$ cat config.mk
export PLATFORM = sky130hd
export DESIGN_NAME = etdu_mod
export DESIGN_NICKNAME = d
export VERILOG_FILES = /design/src/etdu_mod.sv
export SDC_FILE = /design/constraint.sdc
export NUM_CORES = 1
export LEC_CHECK = 0
export BUFFER_PORTS_ARGS = -buffer_cell sky130_fd_sc_hd__buf_2
export CAP_MARGIN = 20
export CORE_ASPECT_RATIO = 1.25
export CORE_MARGIN = 2
export CORE_UTILIZATION = 50
export CTS_CLUSTER_DIAMETER = 100
export CTS_CLUSTER_SIZE = 8
export DETAILED_ROUTE_END_ITERATION = 12
export PLACE_DENSITY = 0.79
export SYNTH_ARGS = -nofsm -noshare
export SYNTH_HDL_FRONTEND = slang
export SYNTH_SLANG_ARGS = --single-unit
$ cat constraint.sdc
create_clock -name clk -period 3.44 [get_ports clk]
set_clock_uncertainty 0.05 [all_clocks]
set_input_delay 0 -clock clk [delete_from_list [all_inputs] [get_ports clk]]
set_output_delay 0 -clock clk [all_outputs]
set_load 0.1 [all_outputs]
$ cat src/etdu_mod.sv
// bit-serial remainder unit: x mod m, one quotient bit per cycle
module etdu_mod (
  input  logic        clk,
  input  logic        rst,
  input  logic        start,
  input  logic [31:0] x,
  input  logic [32:0] m,
  output logic        done,
  output logic [31:0] rem
);

  logic        running;
  logic [4:0]  cnt;
  logic [31:0] x_sh;
  logic [32:0] m_r;
  logic [32:0] trial;
  logic [32:0] rem_next;

  // shift in the next dividend bit and subtract when it fits
  always_comb begin
    trial = {rem, x_sh[31]};
    if (trial >= m_r) begin
      rem_next = trial - m_r;
    end else begin
      rem_next = trial;
    end
  end

  // control
  always_ff @(posedge clk) begin
    if (rst) begin
      running <= 1'b0;
      done    <= 1'b0;
      cnt     <= '0;
    end else begin
      done <= running && !start && (cnt == 5'd31);
      if (start) begin
        running <= 1'b1;
        cnt     <= '0;
      end else if (running) begin
        cnt <= cnt + 5'd1;
        if (cnt == 5'd31) begin
          running <= 1'b0;
        end
      end
    end
  end

  // datapath
  always_ff @(posedge clk) begin
    if (start) begin
      x_sh <= x;
      m_r  <= m;
      rem  <= '0;
    end else if (running) begin
      x_sh <= {x_sh[30:0], 1'b0};
      rem  <= rem_next[31:0];
    end
  end

endmodule

## Word-level counts from Yosys, hierarchy flattened

Cells that the tools add are included.

| storage, ports and cells | value |
|---|---|
| bits in writable memories | 0 |
| output and inout port bits | 33 |
| bits in latches | 0 |
| memory bits (read-only) | 0 |
| word-level logic and storage cells | 21 |
| memories | 0 |
| register bits | 104 |
| input port bits | 68 |

| operators by class | value |
|---|---|
| add/sub/neg operators | 2 |
| bitwise gates (word level) | 0 |
| div/mod/pow operators | 0 |
| multipliers | 0 |
| shifts and indexed selects | 0 |
| magnitude comparators | 1 |
| reductions and logical operators | 5 |
| equal/unequal tests | 1 |
| muxes and demuxes | 6 |

Operators with widths:

| kind | number |
|---|---|
| 2-to-1 mux 32 bit | 3 |
| greater-or-equal comparator 33 bit | 1 |
| subtractor 32 bit | 1 |
| adder 5 x 1 -> 5 bit (second input constant) | 1 |
| equality test 5 bit (second input constant) | 1 |
| 2-to-1 mux 1 bit | 3 |
| logical AND 1 bit | 2 |
| nonzero test 2 bit | 1 |
| OR reduction 2 bit | 1 |
| zero test 1 bit | 1 |

## Logic depth before layout (Yosys ltp)

Gate-level depths: netlist of the first run.

| depth | value |
|---|---|
| depth after elaboration | 4 |
| mapped depth | 12 |
| gate-level depth less buffers | 12 |

## Worst setup path before layout of the first run

OpenSTA, ideal clock, no wires.

| timing path | value |
|---|---|
| path kind | reg2reg |
| from | reg rem[16] |
| to | reg rem[28] |
| arrival time | 3.317 ns |
| setup slack | -0.013 ns |
| period minus slack after synthesis | 3.453 ns |
| path buffers | 1 |
| library setup time | 0.086 ns |
| required time | 3.304 ns |
| cell stages (with the launch flop) | 11 |
| cell sequence | dfxtp_1 -> ha_1 -> clkbuf_1 -> a21oi_1 -> o21ai_0 -> a2111oi_0 -> o2111a_1 -> nor2_1 -> a31oi_1 -> mux2_4 -> a221oi_2 |

| between the ends | value |
|---|---|
| cells in the longest elaborated chain, start to end | 2 |
| elaborated cells between the ends (all ways) | 3 |
| those cells by class | 1 x add/sub; 1 x order compare; 1 x mux |

Ends and longest elaborated chain:

| item | line | source |
|---|---|---|
| start, declared | 9 | `output logic [31:0] rem` |
| start signal, assigned | 57 | `rem <= rem_next[31:0];` |
| subtractor 32 bit or greater-or-equal comparator 33 bit (tied branches) | 23, 22 |  |
| 2-to-1 mux 32 bit (*) | 22 | `if (trial >= m_r) begin` |

Every way passes the cells marked *; elsewhere a longest branch is shown, timed or not.
A chain may end at the register's enable or synchronous reset.

## Final worst setup path of the first run

| timing path | value |
|---|---|
| from | reg rem[22] |
| to | reg rem[28] |

Same word-level chain as after synthesis.

==> flow_summary.toml, run 1 <==
[logic_synthesis]
synth_cell_types = 72
synth_xor_area_share_pct = 3.16
async_flop_share_pct = 0
synthSimpleGateAreaFrac_pct = 13.5
ys_warn_count = 0
synth_compound_area_share_pct = 18.2
ys_seq_elements = 104
synthAdderAreaFrac_pct = 7.52
synth_mux_area_share_pct = 8.05
synth_area_um2 = 6090
synth_area_per_cell_um2 = 10.1
synthFlopType = "edfxtp_1"
synth_cells = 601
synth-edff-count = 65
synth_top_family_by_area = "compound AO/OA/AOI/OAI gates"
syn_nets = 705
ys_seq_area_share_pct = 44.9

[clocking]
clockBufferDepth = 2
clock-root-buffer = "clkbuf_16"
cts_htree_levels = 3
clock_latency_ns = 0.36
cts.reportedPaths.clkPinSlew_ns = 0.07
clock_sinks = 104
cts_buffers = 9
tritoncts = "done"

[grt]
grt_pass1_vias = 5177
grt_pass1_wl_mm = 24.5
grt_use_total_pct = 24.1
antenna_found_initial = 0
grt_max_degree = 45
grt_overflow = 0

[routing]
dr_total_vias = 5180
wire_per_inst_um = 16.4
via_per_inst = 5.56
wl_met3_um = 724
met2RoutedLength_mm = 8.02
drc = 0
wirelength_mm = 15.2
m1WireLength_mm = 6.04
drtIter0Drc = 355
drt_first_pass_iters = 7
antenna_left = 0
dr.max_layer_used = "met4"

[worst_setup_path]
reg2reg_depth = 9
rr_startpoint = "rem[22]$_SDFFE_PP0P_"
endpoint_kind = "flip-flop"
crit_type = "flip-flop to flip-flop"
r2r_slack_ns = 0.25
arrival_ns = 3.37
critPathRequiredTime_ns = 3.62
crit_fanout = 11
critPathLaunchType = "flip-flop"
r2r-end = "rem[28]$_SDFFE_PP0P_"
crit_start = "rem[22]$_SDFFE_PP0P_"

[timing]
setup_viol = 0
drv_slew = 0
max_slew_margin_pct = 48.8
min_period_ns = 3.19
finalWorstSetupSlack_ns = 0.250
tightest_slew_ns = 0.768
finalCritPeriodShare_pct = 92.7
finalHoldViolations = 0
finalSetupTns_ns = 0
max_freq_ghz = 0.313
grt_setup_unrepaired = "false"

[place]
portBuffers = 100
place_ws_ns = 0.142
dpl.hpwl_mm = 10.5
gp_congestion = 0.943

[power]
p_leak_nw = 3.23
vdd_drop_max_v = 0.000359
p_sw_mw = 1.20
power_frac_clock_pct = 28.8
internal_power_mw = 2.39
finalPower_mw = 3.59
switching_share_pct = 33.3
p_comb_share_pct = 29.4
pwr_density_cell_nw_per_um2 = 464
p_seq_share_pct = 41.8

[min_path]
hp-class = "input pin to flip-flop"
min_path_cells = 1
whs_endpoint = "m_r[10]$_DFFE_PP_"
min_from = "start"

[floorplanning]
ios = 101
fp.dieW_um = 103
core.rowCount = 45
start_util_pct = 50.8
dieHeight_um = 127
die_area_um2 = 13100
core_area_um2 = 12000

[layout]
fillers = 973
final_common_cell = "buf_2"
diodes = 0
nets = 866
regArea_um2 = 2740
drive_above_1_share_pct = 24.4
final_cell_mix = "99 x buf_2, 66 x dlygate4sd3_1, 65 x edfxtp_1"
areaGrowthSynthToFinish_pct = 27.0
multiInputGateArea_um2 = 3080

[run_status]
status = "finished clean"

[job]
max-cap-violations = 0
[kinds of logic (layout without fill, tap and decap cells)]
| logic type | count (synthesis) | in the layout |
|---|---|---|
| simple gates | 171 | 171 |
| flops | 104 | 104 |
| compound gates | 151 | 151 |
| fa+ha+maj | 36 | 36 |
| mux | 44 | 44 |
| xor+xnor | 22 | 22 |
| buf+inv | 73 | 239 |
[routing by layer]
metal,track usage (%),up-vias
met5,0,-
met4,10.8,0
met3,4.81,32
met2,42.9,160
met1,27.4,2452
li1,-,2536
[cell usage after synthesis (8+ instances only)]
| master | number | area (um2) |
|---|---|---|
| inv_1 | 43 | 161 |
| dfxtp_1 | 39 | 781 |
| nand3_1 | 12 | 60.1 |
| nand2b_1 | 8 | 50.1 |
| ha_1 | 35 | 438 |
| a311oi_1 | 16 | 140 |
| a21oi_1 | 34 | 170 |
| o21ai_0 | 21 | 105 |
| buf_2 | 8 | 40.0 |
| o211ai_1 | 8 | 60.1 |
| clkbuf_1 | 18 | 67.6 |
| xor2_1 | 8 | 70.1 |
| mux2_2 | 36 | 405 |
| edfxtp_1 | 65 | 1950 |
| o21bai_1 | 8 | 60.1 |
| nor2_1 | 44 | 165 |
| nand2_1 | 59 | 221 |
| xnor2_1 | 14 | 123 |
| nor2b_1 | 8 | 50.1 |
| o21ai_1 | 8 | 40.0 |
[how the worst max path moves through the flow]
stage | to | slack (ns) | cells past startpoint
after floorplan | rem[28]$_SDFFE_PP0P_ | 0.12 | 9
after global placement | rem[23]$_SDFFE_PP0P_ | 0.18 | 9
after detailed placement | rem[23]$_SDFFE_PP0P_ | 0.14 | 9
after CTS | rem[23]$_SDFFE_PP0P_ | 0.11 | 9
after global routing | rem[29]$_SDFFE_PP0P_ | 0.08 | 10
final | rem[28]$_SDFFE_PP0P_ | 0.25 | 9
[power by group through the flow]
stage / clock network, mW / logic [mW] / registers (mW)
final: 1.03 / 1.06 / 1.50
after CTS: 1.06 / 1.04 / 1.50
after floorplan: 0 / 0.556 / 1.73
after global routing: 1.10 / 1.14 / 1.51
after global placement: 0 / 0.961 / 1.52
after detailed placement: 0 / 0.981 / 1.53
[flip-flops by register name, indices dropped and copies added (netlist names)]
name     cells
m_r         33
rem         32
x_sh        32
cnt          5
done         1
running      1
[metrics by stage]
| stage | hold WS (ns) | util, % | std cells | instance area, um2 |
|---|---|---|---|---|
| after CTS | 0.0739 | 64.3 | 928 | 7710 |
| after global routing | 0.0899 | 64.5 | 931 | 7740 |
| final | 0.0713 | 64.5 | 931 | 7740 |
| after detailed placement | 0.119 | 56.3 | 846 | 6760 |
| after global placement | 0.115 | 56.3 | 846 | 6760 |
| after floorplan | 0.0224 | - | 601 | 6090 |
[critical path: stages, from the launching register on]
cell and delay (ns):
dfxtp_1 0.35, ha_1 0.45, nand4_1 0.27, nor2_2 0.26, o21ai_0 0.27, a2111o_1 0.53, nand2_2 0.27, buf_4 0.23
mux2i_1 0.29, a221oi_2 0.10
[area by class of cell]
class	count	share of cell area, %
Tap cell	164	2.65
Timing Repair Buffer	179	16.3
Multi-Input combinational cell	424	39.7
Sequential cell	104	35.3
Inverter	44	2.13
Clock buffer	10	2.96
Clock inverter	6	0.857
[what timing repair did]
action                     in CTS  in global routing
setup buffers                   0                  3
hold buffers                   66                  0
setup endpoints to repair       0                  1
resized for setup               0                  1
hold endpoints to repair       72                  0
Power figures use the tool's default switching activity.
==> inputs of run 2 (changes only) <==
--- a/config.mk
+++ b/config.mk
@@ -8,7 +8,7 @@
 export BUFFER_PORTS_ARGS = -buffer_cell sky130_fd_sc_hd__buf_2
 export CAP_MARGIN = 20
 export CORE_ASPECT_RATIO = 1.25
-export CORE_MARGIN = 2
+export CORE_MARGIN = 3
 export CORE_UTILIZATION = 50
 export CTS_CLUSTER_DIAMETER = 100
 export CTS_CLUSTER_SIZE = 8
==> flow_summary.toml, run 2 (synthesis results as in run 1) <==
[run_status]
status = "finished clean"

[routing]
wire_per_inst_um = 16.3
wirelength_mm = 15.1
drtIter0Drc = 281
antenna_left = 0
dr_total_vias = 5259
via_per_inst = 5.67
drt_first_pass_iters = 6
drc = 0

[grt]
grt_pass1_vias = 5243
grt_pass1_wl_mm = 25.0
antenna_found_initial = 0
grt_overflow = 0
grt_use_total_pct = 22.8
grt_max_degree = 46

[clocking]
tritoncts = "done"
clockBufferDepth = 2
cts_htree_levels = 3
clock_sinks = 104
cts.reportedPaths.clkPinSlew_ns = 0.07
cts_buffers = 9
clock-root-buffer = "clkbuf_16"
clock_latency_ns = 0.36

[timing]
finalHoldViolations = 0
max_freq_ghz = 0.315
max_slew_margin_pct = 51.1
setup_viol = 0
drv_slew = 0
grt_setup_unrepaired = "false"
finalSetupTns_ns = 0
tightest_slew_ns = 0.716
finalCritPeriodShare_pct = 92.3
min_period_ns = 3.18

[place]
dpl.hpwl_mm = 10.3
portBuffers = 100
gp_congestion = 0.883

[worst_setup_path]
r2r_slack_ns = 0.26
crit_start = "rem[24]$_SDFFE_PP0P_"
rr_startpoint = "rem[24]$_SDFFE_PP0P_"
crit_fanout = 13
critPathLaunchType = "flip-flop"
endpoint_kind = "flip-flop"
r2r-end = "rem[19]$_SDFFE_PP0P_"
crit_type = "flip-flop to flip-flop"
arrival_ns = 3.38
critPathRequiredTime_ns = 3.64
reg2reg_depth = 9

[power]
pwr_density_cell_nw_per_um2 = 464
p_leak_nw = 3.23
vdd_drop_max_v = 0.000318

[floorplanning]
start_util_pct = 51.7
dieHeight_um = 129
core_area_um2 = 11800
ios = 101
fp.dieW_um = 105
core.rowCount = 44
die_area_um2 = 13600

[layout]
top_regs = "m_r: 33 flops, rem: 32 flops, x_sh: 32 flops"
final_common_cell = "buf_2"
final_cell_mix = "99 x buf_2, 66 x dlygate4sd3_1, 65 x edfxtp_1"
top_register = "m_r"
areaGrowthSynthToFinish_pct = 26.9
nets = 865
largest_reg_flops = 33
final_util_pct = 65.6
diodes = 0
drive_above_1_share_pct = 24.4

[min_path]
min_from = "start"
whs_endpoint = "m_r[3]$_DFFE_PP_"
hp-class = "input pin to flip-flop"
min_path_cells = 1

[job]
max-cap-violations = 0
==> run 2: final cells by class <==
type | instances | area, um2
Multi-Input combinational cell | 424 | 3080
Tap cell | 161 | 201
Timing Repair Buffer | 178 | 1250
Clock inverter | 7 | 76.3
Inverter | 44 | 165
Clock buffer | 9 | 225
Fill cell | 962 | 4050
Sequential cell | 104 | 2740
==> run 2: per-layer routing <==
layer,GRT usage (%),routed length (um),up-vias
li1,-,-,2534
met1,27.1,6260,2534
met2,40.0,7690,152
met3,4.14,667,39
met4,11.5,487,0
met5,0,0,-
==> run 2: where the power goes <==
part	switching [mW]	total [mW]	leakage [nW]	internal (mW)
clock	0.513	1.03	0.149	0.519
sequential	0.0665	1.51	0.966	1.44
combinational	0.666	1.05	2.11	0.380
total	1.25	3.59	3.23	2.34
==> run 2: what timing repair did <==
| item | 4_1_cts | 5_1_grt |
|---|---|---|
| hold buffers | 66 | 0 |
| resized for setup | 0 | 1 |
| hold endpoints to repair | 72 | 0 |
| setup endpoints to repair | 0 | 1 |
| setup buffers | 0 | 3 |
==> run 2: worst max-delay path by stage <==
stage | end | slack [ns] | cells past startpoint
after floorplan | rem[28]$_SDFFE_PP0P_ | 0.12 | 9
after global placement | rem[23]$_SDFFE_PP0P_ | 0.22 | 9
after detailed placement | rem[23]$_SDFFE_PP0P_ | 0.19 | 10
after CTS | rem[23]$_SDFFE_PP0P_ | 0.15 | 9
after global routing | rem[19]$_SDFFE_PP0P_ | 0.09 | 9
final | rem[19]$_SDFFE_PP0P_ | 0.26 | 9
==> run 2: worst max-delay path, cell delays in order (launching register included) <==
cell      delay, ns
dfxtp_1        0.35
ha_1           0.41
nand4_1        0.26
nor2_2         0.10
and4_1         0.24
a311oi_1       0.37
o21a_1         0.33
nand2_2        0.25
and2_1         0.36
a221oi_1       0.34
==> run 2: through the flow <==
stage	worst slack [ns]	std cells	area, um2	power [mW]	hold WS (ns)
floorplan	0.119	601	6090	2.29	0.0224
global placement	0.215	842	6740	2.48	0.118
detailed placement	0.194	842	6740	2.51	0.128
CTS	0.152	924	7710	3.59	0.0109
global route	0.0927	927	7730	3.75	0.0295
finish	0.264	927	7730	3.59	0.0238
